--- config.mk ---
export PLATFORM = sky130hd
export DESIGN_NAME = ipv4_first_match_subnet_filter_core
export DESIGN_NICKNAME = d
export VERILOG_FILES = /design/src/hw/rtl/ipfm_pkg.sv /design/src/hw/rtl/ipfm_cfg.sv /design/src/hw/rtl/ipfm_ctrl.sv /design/src/hw/rtl/ipfm_cell.sv /design/src/hw/rtl/ipv4_first_match_subnet_filter_core.sv
export SDC_FILE = /design/constraint.sdc
export NUM_CORES = 2
export LEC_CHECK = 0
export BUFFER_PORTS_ARGS = -buffer_cell sky130_fd_sc_hd__buf_2
export CORE_AREA = 2 2 304 306
export CTS_CLUSTER_DIAMETER = 50
export DETAILED_ROUTE_END_ITERATION = 12
export DIE_AREA = 0 0 306 308
export PLACE_DENSITY = 0.78
export SYNTH_ARGS = -nofsm -noshare
export SYNTH_HDL_FRONTEND = slang
export SYNTH_SLANG_ARGS = --single-unit
--- constraint.sdc ---
create_clock -name clk -period 8.4 [get_ports clk]
set_input_delay 1.26 -clock clk [delete_from_list [all_inputs] [get_ports clk]]
set_output_delay 1.26 -clock clk [all_outputs]
set_load 0.01 [all_outputs]
--- src/hw/rtl/ipfm_pkg.sv ---
// ipfm_pkg: types, codes and the prefix-to-mask function shared by the
// IPv4 first-match subnet filter. No dependencies.
`default_nettype none

package ipfm_pkg;

    localparam int ADDR_W     = 32;
    localparam int IDX_W      = 4;
    localparam int CNT_W      = 5;
    localparam int PLEN_W     = 6;
    localparam int CFG_IDX_W  = 3;
    localparam int CFG_DATA_W = 5;

    typedef enum logic [CFG_IDX_W-1:0] {
        CFG_FILTER_ENABLED = 3'd0,
        CFG_RULE_SET_VALID = 3'd1,
        CFG_KILL_SWITCH    = 3'd2,
        CFG_MISS_ALLOW     = 3'd3,
        CFG_RULE_COUNT     = 3'd4
    } ipfm_cfg_idx_t;

    typedef enum logic {
        REQ_RULE_WRITE = 1'b0,
        REQ_TEST       = 1'b1
    } ipfm_req_t;

    typedef struct packed {
        logic             filter_enabled;
        logic             rule_set_valid;
        logic             kill_switch;
        logic             miss_allow;
        logic [CNT_W-1:0] rule_count;
    } ipfm_cfg_t;

    typedef struct packed {
        logic              en;
        logic [IDX_W-1:0]  index;
        logic [ADDR_W-1:0] network;
        logic [ADDR_W-1:0] mask;
        logic              exclude;
    } ipfm_rule_wr_t;

    // One address test travelling down the chain of rule cells
    typedef struct packed {
        logic              valid;
        logic [ADDR_W-1:0] addr;
        logic              decided;
        logic              allow;
        logic              matched;
        logic [IDX_W-1:0]  idx;
    } ipfm_token_t;

    function automatic logic [ADDR_W-1:0] prefix_to_mask(input logic [PLEN_W-1:0] plen);
        logic [PLEN_W-1:0] p;
        p = (plen > PLEN_W'(ADDR_W)) ? PLEN_W'(ADDR_W) : plen;
        return ~({ADDR_W{1'b1}} >> p);
    endfunction

endpackage

`default_nettype wire

--- src/hw/rtl/ipfm_cfg.sv ---
// ipfm_cfg: configuration register file of the subnet filter.
// Depends on ipfm_pkg.
`default_nettype none

module ipfm_cfg (
    input  wire logic                           clk,
    input  wire logic                           rst_n,
    input  wire logic                           cfg_valid,
    output logic                                cfg_ready,
    input  wire logic [ipfm_pkg::CFG_IDX_W-1:0]  cfg_index,
    input  wire logic [ipfm_pkg::CFG_DATA_W-1:0] cfg_data,
    output ipfm_pkg::ipfm_cfg_t                  cfg
);
    import ipfm_pkg::*;

    ipfm_cfg_t cfg_reg;
    ipfm_cfg_t cfg_next;

    assign cfg_ready = 1'b1;
    assign cfg       = cfg_reg;

    always_comb
    begin
        cfg_next = cfg_reg;
        if (cfg_valid)
        begin
            case (cfg_index)
                CFG_FILTER_ENABLED: cfg_next.filter_enabled = cfg_data[0];
                CFG_RULE_SET_VALID: cfg_next.rule_set_valid = cfg_data[0];
                CFG_KILL_SWITCH:    cfg_next.kill_switch    = cfg_data[0];
                CFG_MISS_ALLOW:     cfg_next.miss_allow     = cfg_data[0];
                CFG_RULE_COUNT:     cfg_next.rule_count     = cfg_data[CNT_W-1:0];
                default:            cfg_next = cfg_reg;  // unknown index: drop
            endcase
        end
    end

    always_ff @(posedge clk or negedge rst_n)
    begin
        if (!rst_n)
            cfg_reg <= '0;
        else
            cfg_reg <= cfg_next;
    end

endmodule

`default_nettype wire

--- src/hw/rtl/ipfm_ctrl.sv ---
// ipfm_ctrl: request acceptance, busy tracking and token formation for the
// subnet filter; also turns rule writes into a broadcast to the cells.
// Depends on ipfm_pkg.
`default_nettype none

module ipfm_ctrl (
    input  wire logic                         clk,
    input  wire logic                         rst_n,
    input  wire logic                         start,
    output logic                              busy,
    input  wire logic                         req_type,
    input  wire logic [ipfm_pkg::IDX_W-1:0]   rule_index,
    input  wire logic [ipfm_pkg::ADDR_W-1:0]  rule_network,
    input  wire logic [ipfm_pkg::PLEN_W-1:0]  rule_prefix_len,
    input  wire logic                         rule_exclude,
    input  wire logic [ipfm_pkg::ADDR_W-1:0]  test_address,
    input  wire ipfm_pkg::ipfm_cfg_t          cfg,
    input  wire ipfm_pkg::ipfm_token_t        tok_last,
    output ipfm_pkg::ipfm_token_t             tok_first,
    output ipfm_pkg::ipfm_rule_wr_t           rule_wr
);
    import ipfm_pkg::*;

    logic busy_reg;
    logic busy_next;
    logic accept;
    logic test_accept;

    // the test whose verdict leaves the chain this cycle no longer blocks
    assign busy        = busy_reg & ~tok_last.valid;
    assign accept      = start & ~busy;
    assign test_accept = accept & (ipfm_req_t'(req_type) == REQ_TEST);

    always_comb
    begin
        busy_next = busy_reg;
        if (test_accept)
            busy_next = 1'b1;
        else if (tok_last.valid)
            busy_next = 1'b0;
    end

    always_ff @(posedge clk or negedge rst_n)
    begin
        if (!rst_n)
            busy_reg <= 1'b0;
        else
            busy_reg <= busy_next;
    end

    always_comb
    begin
        rule_wr.en      = accept & (ipfm_req_t'(req_type) == REQ_RULE_WRITE);
        rule_wr.index   = rule_index;
        rule_wr.network = rule_network;
        rule_wr.mask    = prefix_to_mask(rule_prefix_len);
        rule_wr.exclude = rule_exclude;
    end

    // settle the overriding cases at entry; the cells then leave them alone
    always_comb
    begin
        tok_first.valid   = test_accept;
        tok_first.addr    = test_address;
        tok_first.matched = 1'b0;
        tok_first.idx     = '0;
        if (!cfg.filter_enabled)
        begin
            tok_first.decided = 1'b1;
            tok_first.allow   = 1'b1;
        end
        else if (!cfg.rule_set_valid || cfg.kill_switch)
        begin
            tok_first.decided = 1'b1;
            tok_first.allow   = 1'b0;
        end
        else
        begin
            tok_first.decided = 1'b0;
            tok_first.allow   = cfg.miss_allow;
        end
    end

endmodule

`default_nettype wire

--- src/hw/rtl/ipfm_cell.sv ---
// ipfm_cell: one rule entry of the filter chain; holds network, mask and
// exclude bit and registers the passing test token. Depends on ipfm_pkg.
`default_nettype none

module ipfm_cell #(
    parameter int CELL_ID = 0
) (
    input  wire logic                        clk,
    input  wire logic                        rst_n,
    input  wire ipfm_pkg::ipfm_rule_wr_t     rule_wr,
    input  wire logic [ipfm_pkg::CNT_W-1:0]  rule_count,
    input  wire ipfm_pkg::ipfm_token_t       tok_in,
    output ipfm_pkg::ipfm_token_t            tok_out
);
    import ipfm_pkg::*;

    localparam logic             WRITABLE = (CELL_ID < (1 << IDX_W));
    localparam logic [IDX_W-1:0] MY_IDX   = IDX_W'(CELL_ID % (1 << IDX_W));

    logic [ADDR_W-1:0] network_reg;
    logic [ADDR_W-1:0] mask_reg;
    logic              exclude_reg;
    ipfm_token_t       tok_reg;
    ipfm_token_t       tok_next;
    logic              in_use;
    logic              hit;

    assign tok_out = tok_reg;
    assign in_use  = ({{(32-CNT_W){1'b0}}, rule_count} > 32'(CELL_ID));
    assign hit     = in_use && ((tok_in.addr & mask_reg) == network_reg);

    always_ff @(posedge clk)
    begin
        if (WRITABLE && rule_wr.en && (rule_wr.index == MY_IDX))
        begin
            network_reg <= rule_wr.network;
            mask_reg    <= rule_wr.mask;
            exclude_reg <= rule_wr.exclude;
        end
    end

    always_comb
    begin
        tok_next = tok_in;
        if (!tok_in.decided && hit)
        begin
            tok_next.decided = 1'b1;
            tok_next.allow   = ~exclude_reg;
            tok_next.matched = 1'b1;
            tok_next.idx     = MY_IDX;
        end
    end

    always_ff @(posedge clk or negedge rst_n)
    begin
        if (!rst_n)
            tok_reg <= '0;
        else
            tok_reg <= tok_next;
    end

endmodule

`default_nettype wire

--- src/hw/rtl/ipv4_first_match_subnet_filter_core.sv ---
// ipv4_first_match_subnet_filter_core: top level of the IPv4 first-match
// subnet filter. Depends on ipfm_pkg, ipfm_cfg, ipfm_ctrl and ipfm_cell.
//
// Channel   Handshake                    Payload
// request   start, busy (take: start&!busy) req_type, rule_*, test_address
// result    result_valid (one cycle)     allow, matched, match_index
// config    cfg_valid, cfg_ready         cfg_index, cfg_data
//
// An address test walks the chain of MAX_RULES rule cells, one cell per
// cycle, and busy stays high from acceptance until its verdict appears, so
// a new test is taken only once the previous verdict leaves the chain.
// A rule write gives no result and leaves busy low.
// Reset clears configuration and the chain; rule entries hold garbage until
// written. Results cannot be stalled; cfg_ready is always high.
`default_nettype none

module ipv4_first_match_subnet_filter_core #(
    parameter int MAX_RULES = 16
) (
    input  wire logic                           clk,
    input  wire logic                           rst_n,
    input  wire logic                           start,
    output logic                                busy,
    input  wire logic                           req_type,
    input  wire logic [ipfm_pkg::IDX_W-1:0]      rule_index,
    input  wire logic [ipfm_pkg::ADDR_W-1:0]     rule_network,
    input  wire logic [ipfm_pkg::PLEN_W-1:0]     rule_prefix_len,
    input  wire logic                           rule_exclude,
    input  wire logic [ipfm_pkg::ADDR_W-1:0]     test_address,
    output logic                                result_valid,
    output logic                                allow,
    output logic                                matched,
    output logic [ipfm_pkg::IDX_W-1:0]           match_index,
    input  wire logic                           cfg_valid,
    output logic                                cfg_ready,
    input  wire logic [ipfm_pkg::CFG_IDX_W-1:0]  cfg_index,
    input  wire logic [ipfm_pkg::CFG_DATA_W-1:0] cfg_data
);
    import ipfm_pkg::*;

    ipfm_cfg_t     cfg;
    ipfm_rule_wr_t rule_wr;
    ipfm_token_t   tok [MAX_RULES+1];

    ipfm_cfg u_cfg (
        .clk       (clk),
        .rst_n     (rst_n),
        .cfg_valid (cfg_valid),
        .cfg_ready (cfg_ready),
        .cfg_index (cfg_index),
        .cfg_data  (cfg_data),
        .cfg       (cfg)
    );

    ipfm_ctrl u_ctrl (
        .clk             (clk),
        .rst_n           (rst_n),
        .start           (start),
        .busy            (busy),
        .req_type        (req_type),
        .rule_index      (rule_index),
        .rule_network    (rule_network),
        .rule_prefix_len (rule_prefix_len),
        .rule_exclude    (rule_exclude),
        .test_address    (test_address),
        .cfg             (cfg),
        .tok_last        (tok[MAX_RULES]),
        .tok_first       (tok[0]),
        .rule_wr         (rule_wr)
    );

    for (genvar i = 0; i < MAX_RULES; i++)
    begin : g_cell
        ipfm_cell #(
            .CELL_ID (i)
        ) u_cell (
            .clk        (clk),
            .rst_n      (rst_n),
            .rule_wr    (rule_wr),
            .rule_count (cfg.rule_count),
            .tok_in     (tok[i]),
            .tok_out    (tok[i+1])
        );
    end

    assign result_valid = tok[MAX_RULES].valid;
    assign allow        = tok[MAX_RULES].allow;
    assign matched      = tok[MAX_RULES].matched;
    assign match_index  = tok[MAX_RULES].idx;

endmodule

`default_nettype wire

==> run summary <==
worst-path fanout max - 31
setup bufs post-CTS - 0
Slew Viols, Final - 0
Synth cell types - 47
via count - 28110
DRT antenna net count - 0
Power Density - 258.1 nW/um^2
Worst Tran Pin Value - 1.255 ns
Initial Util - 61.53%
DR vias/cell - 5.856
GRT Util Overall - 27.85%
worst path required time - 8.68 ns
die area - 94250 um^2
register bit total from synthesis - 1642
PnR Total Power - 0.01636 W
highest clock rate - 279.8 MHz
final wirelength - 128600 um
initial antenna violation count - 3
Final Setup Violations - 0
Final min period - 3.574 ns
syn_area_per_cell - 17.51 um^2
crit share post-route - 42.55%
first-pass GRT wire length - 186200 um
Synth Instances - 3196
most common cell in the netlist - edfxtp_1
DRC - 0
total CTS buffers - 154
num rows - 111
Nets - 3565
Final TNS setup - 0 ns
Synth top area share - 55.79%
Worst path max stage delay - 0.61 ns
CTS tree - done
leading area contributor after synthesis - edfxtp_1
die height - 308 um
hold_ws - 0.3457 ns
endpoint type of the worst setup path - register
area grow syn2layout - 13.24%
Pre-antenna DRT Iters - 5
CP most frequent cell - nor2_1
CP Cell Sequence - buf_2 > buf_4 > nor2_1 > inv_1 > nor2_1 > nand2_1
Buffers on Ports - 95
ys flop type - edfxtp_1
RSZ-0062 raised after global routing - no
Detail Placement HPWL - 85300 um
leakage power - 23.82 nW
vias in the first global route - 28880
initial drt markers - 3145
PostCTS Resize Cnt - 0
normalized max-slew margin - 16.31%
worst skew pair latency - 0.75 ns
max reg flops - 592
core area - 90970 um^2
share of layout cells above drive strength 1 - 10.94%
Worst Hold Class - register to register
Cell Area, Synth - 55980 um^2
sequential area share after synthesis - 82.70%
GRT overflow - 0
largest net degree at the start of global routing - 159
asr flop ratio synth - 36.66%
final core occ - 69.68%
final std cells w/o fill - 4799
IO Pins - 97
synth warn - 0
WP data arrival - 3.86 ns
Longest Clk Path Bufs - 3
Die Width - 306 um
CP max stage cell - nor2_1
Hold Vio Cnt, Final - 0
Peak supply drop - 229.5 uV
root buffer cell - clkbuf_16
status - completed
clock tree sinks - 1642
GP Congestion - 0.9350
worst-case register-to-register setup slack - 5.52 ns
number of enable flip-flop cells after synthesis - 1040
Worst Path Class, Setup - primary input to register
Post-synth top cells - edfxtp_1 (1040), dfrtp_1 (602), nand2_1 (469), xor2_1 (395), nand4_1 (107)
Clock transition at path regs - 0.06 ns
placed cell count - 4507
syn nets - 3284
H-tree levels - 4
Area contributors post-synth - edfxtp_1 (56%), dfrtp_1 (27%), xor2_1 (6.2%)
Critical Path Source Type - primary input
Worst Clk Skew - 0.02823 ns
max cap viols - 0
DR WL/cell - 26.80 um
CTS hold repair buffers - 0
==> logic make-up (layout without fill, tap and decap cells) <==
| kind of cell | count (synthesis) | after routing | synth area share [%] |
|---|---|---|---|
| AO/OA/AOI/OAI | 189 | 189 | 2.284 |
| other | 1 | 4 | 0.006699 |
| flip-flops | 1642 | 1642 | 82.70 |
| multiplexers | 24 | 24 | 0.4493 |
| AND/OR/NAND/NOR | 895 | 895 | 7.848 |
| XOR/XNOR | 416 | 416 | 6.509 |
| buffers and inverters | 29 | 443 | 0.2012 |
==> cell usage in the layout, fill, tap and decap left out, types with 22 or more instances in the layout <==
| cell | instances |
|---|---|
| a21boi_0 | 27 |
| xor2_1 | 395 |
| a21oi_1 | 50 |
| and3_1 | 50 |
| edfxtp_1 | 1040 |
| nor2_1 | 22 |
| clkbuf_16 | 158 |
| and3b_1 | 27 |
| clkinv_2 | 29 |
| a211oi_1 | 23 |
| clkbuf_1 | 46 |
| nand2_1 | 469 |
| nand3_1 | 45 |
| dfrtp_1 | 602 |
| buf_4 | 37 |
| nand2b_1 | 52 |
| nor4_1 | 36 |
| a21o_1 | 33 |
| buf_2 | 94 |
| nand4_1 | 107 |
==> layout make-up <==
type                       count  area [um^2]
timing repair buffer         133        783.3
clock buffer                 220         4347
tap                         1186         1484
inverter                      21        78.83
clock inverter                69        710.7
sequential                  1642        46290
antenna                        3        7.507
fill                        5425        27580
multi-input combinational   1525         9684
==> through the flow <==
stage	worst slack (ns)	area [um^2]
after floorplan	1.451	55980
after global placement	4.374	58320
after detailed placement	4.207	58320
after CTS	4.884	63380
after global routing	4.709	63380
final	4.826	63390
==> where the power goes <==
part / leakage, nW / total (W) / internal [W] / switching, W
Clock: 2.48 / 0.00685 / 0.00392 / 0.00293
Combinational: 4.92 / 0.000530 / 0.000131 / 0.000400
Sequential: 16.4 / 0.00898 / 0.00883 / 0.000146
==> worst max-delay path: cells and delay by family <==
kind          cells  cell delay [ns]
simple gates      3             1.70
buf+inv           3             0.85
==> layer usage <==
layer | GRT usage (%) | vias up | wire length [um]
met4 | 17.60 | 0 | 9054
met5 | 0 | - | 0
met3 | 4.638 | 326 | 10120
met2 | 45.47 | 1411 | 62180
li1 | - | 12150 | -
met1 | 35.31 | 14210 | 47270
==> worst paths after layout <==
kind,depth (start not counted),end,from
worst max register to register,6,g_cell[5].u_cell.tok_out[1]$_DFF_PN0_,u_cfg.cfg[4]$_DFFE_PN0P_
worst min register to register,0,g_cell[5].u_cell.tok_out[39]$_DFF_PN0_,g_cell[4].u_cell.tok_out[39]$_DFF_PN0_
worst min-delay path,0,g_cell[5].u_cell.tok_out[39]$_DFF_PN0_,g_cell[4].u_cell.tok_out[39]$_DFF_PN0_
worst max-delay path,6,g_cell[9].u_cell.mask_reg[31]$_DFFE_PP_,rule_prefix_len[5]
min in group asynchronous,1,g_cell[14].u_cell.tok_out[10]$_DFF_PN0_,rst_n
max in group asynchronous,3,g_cell[1].u_cell.tok_out[19]$_DFF_PN0_,rst_n
No activity file was read; power rests on OpenSTA's default activity.
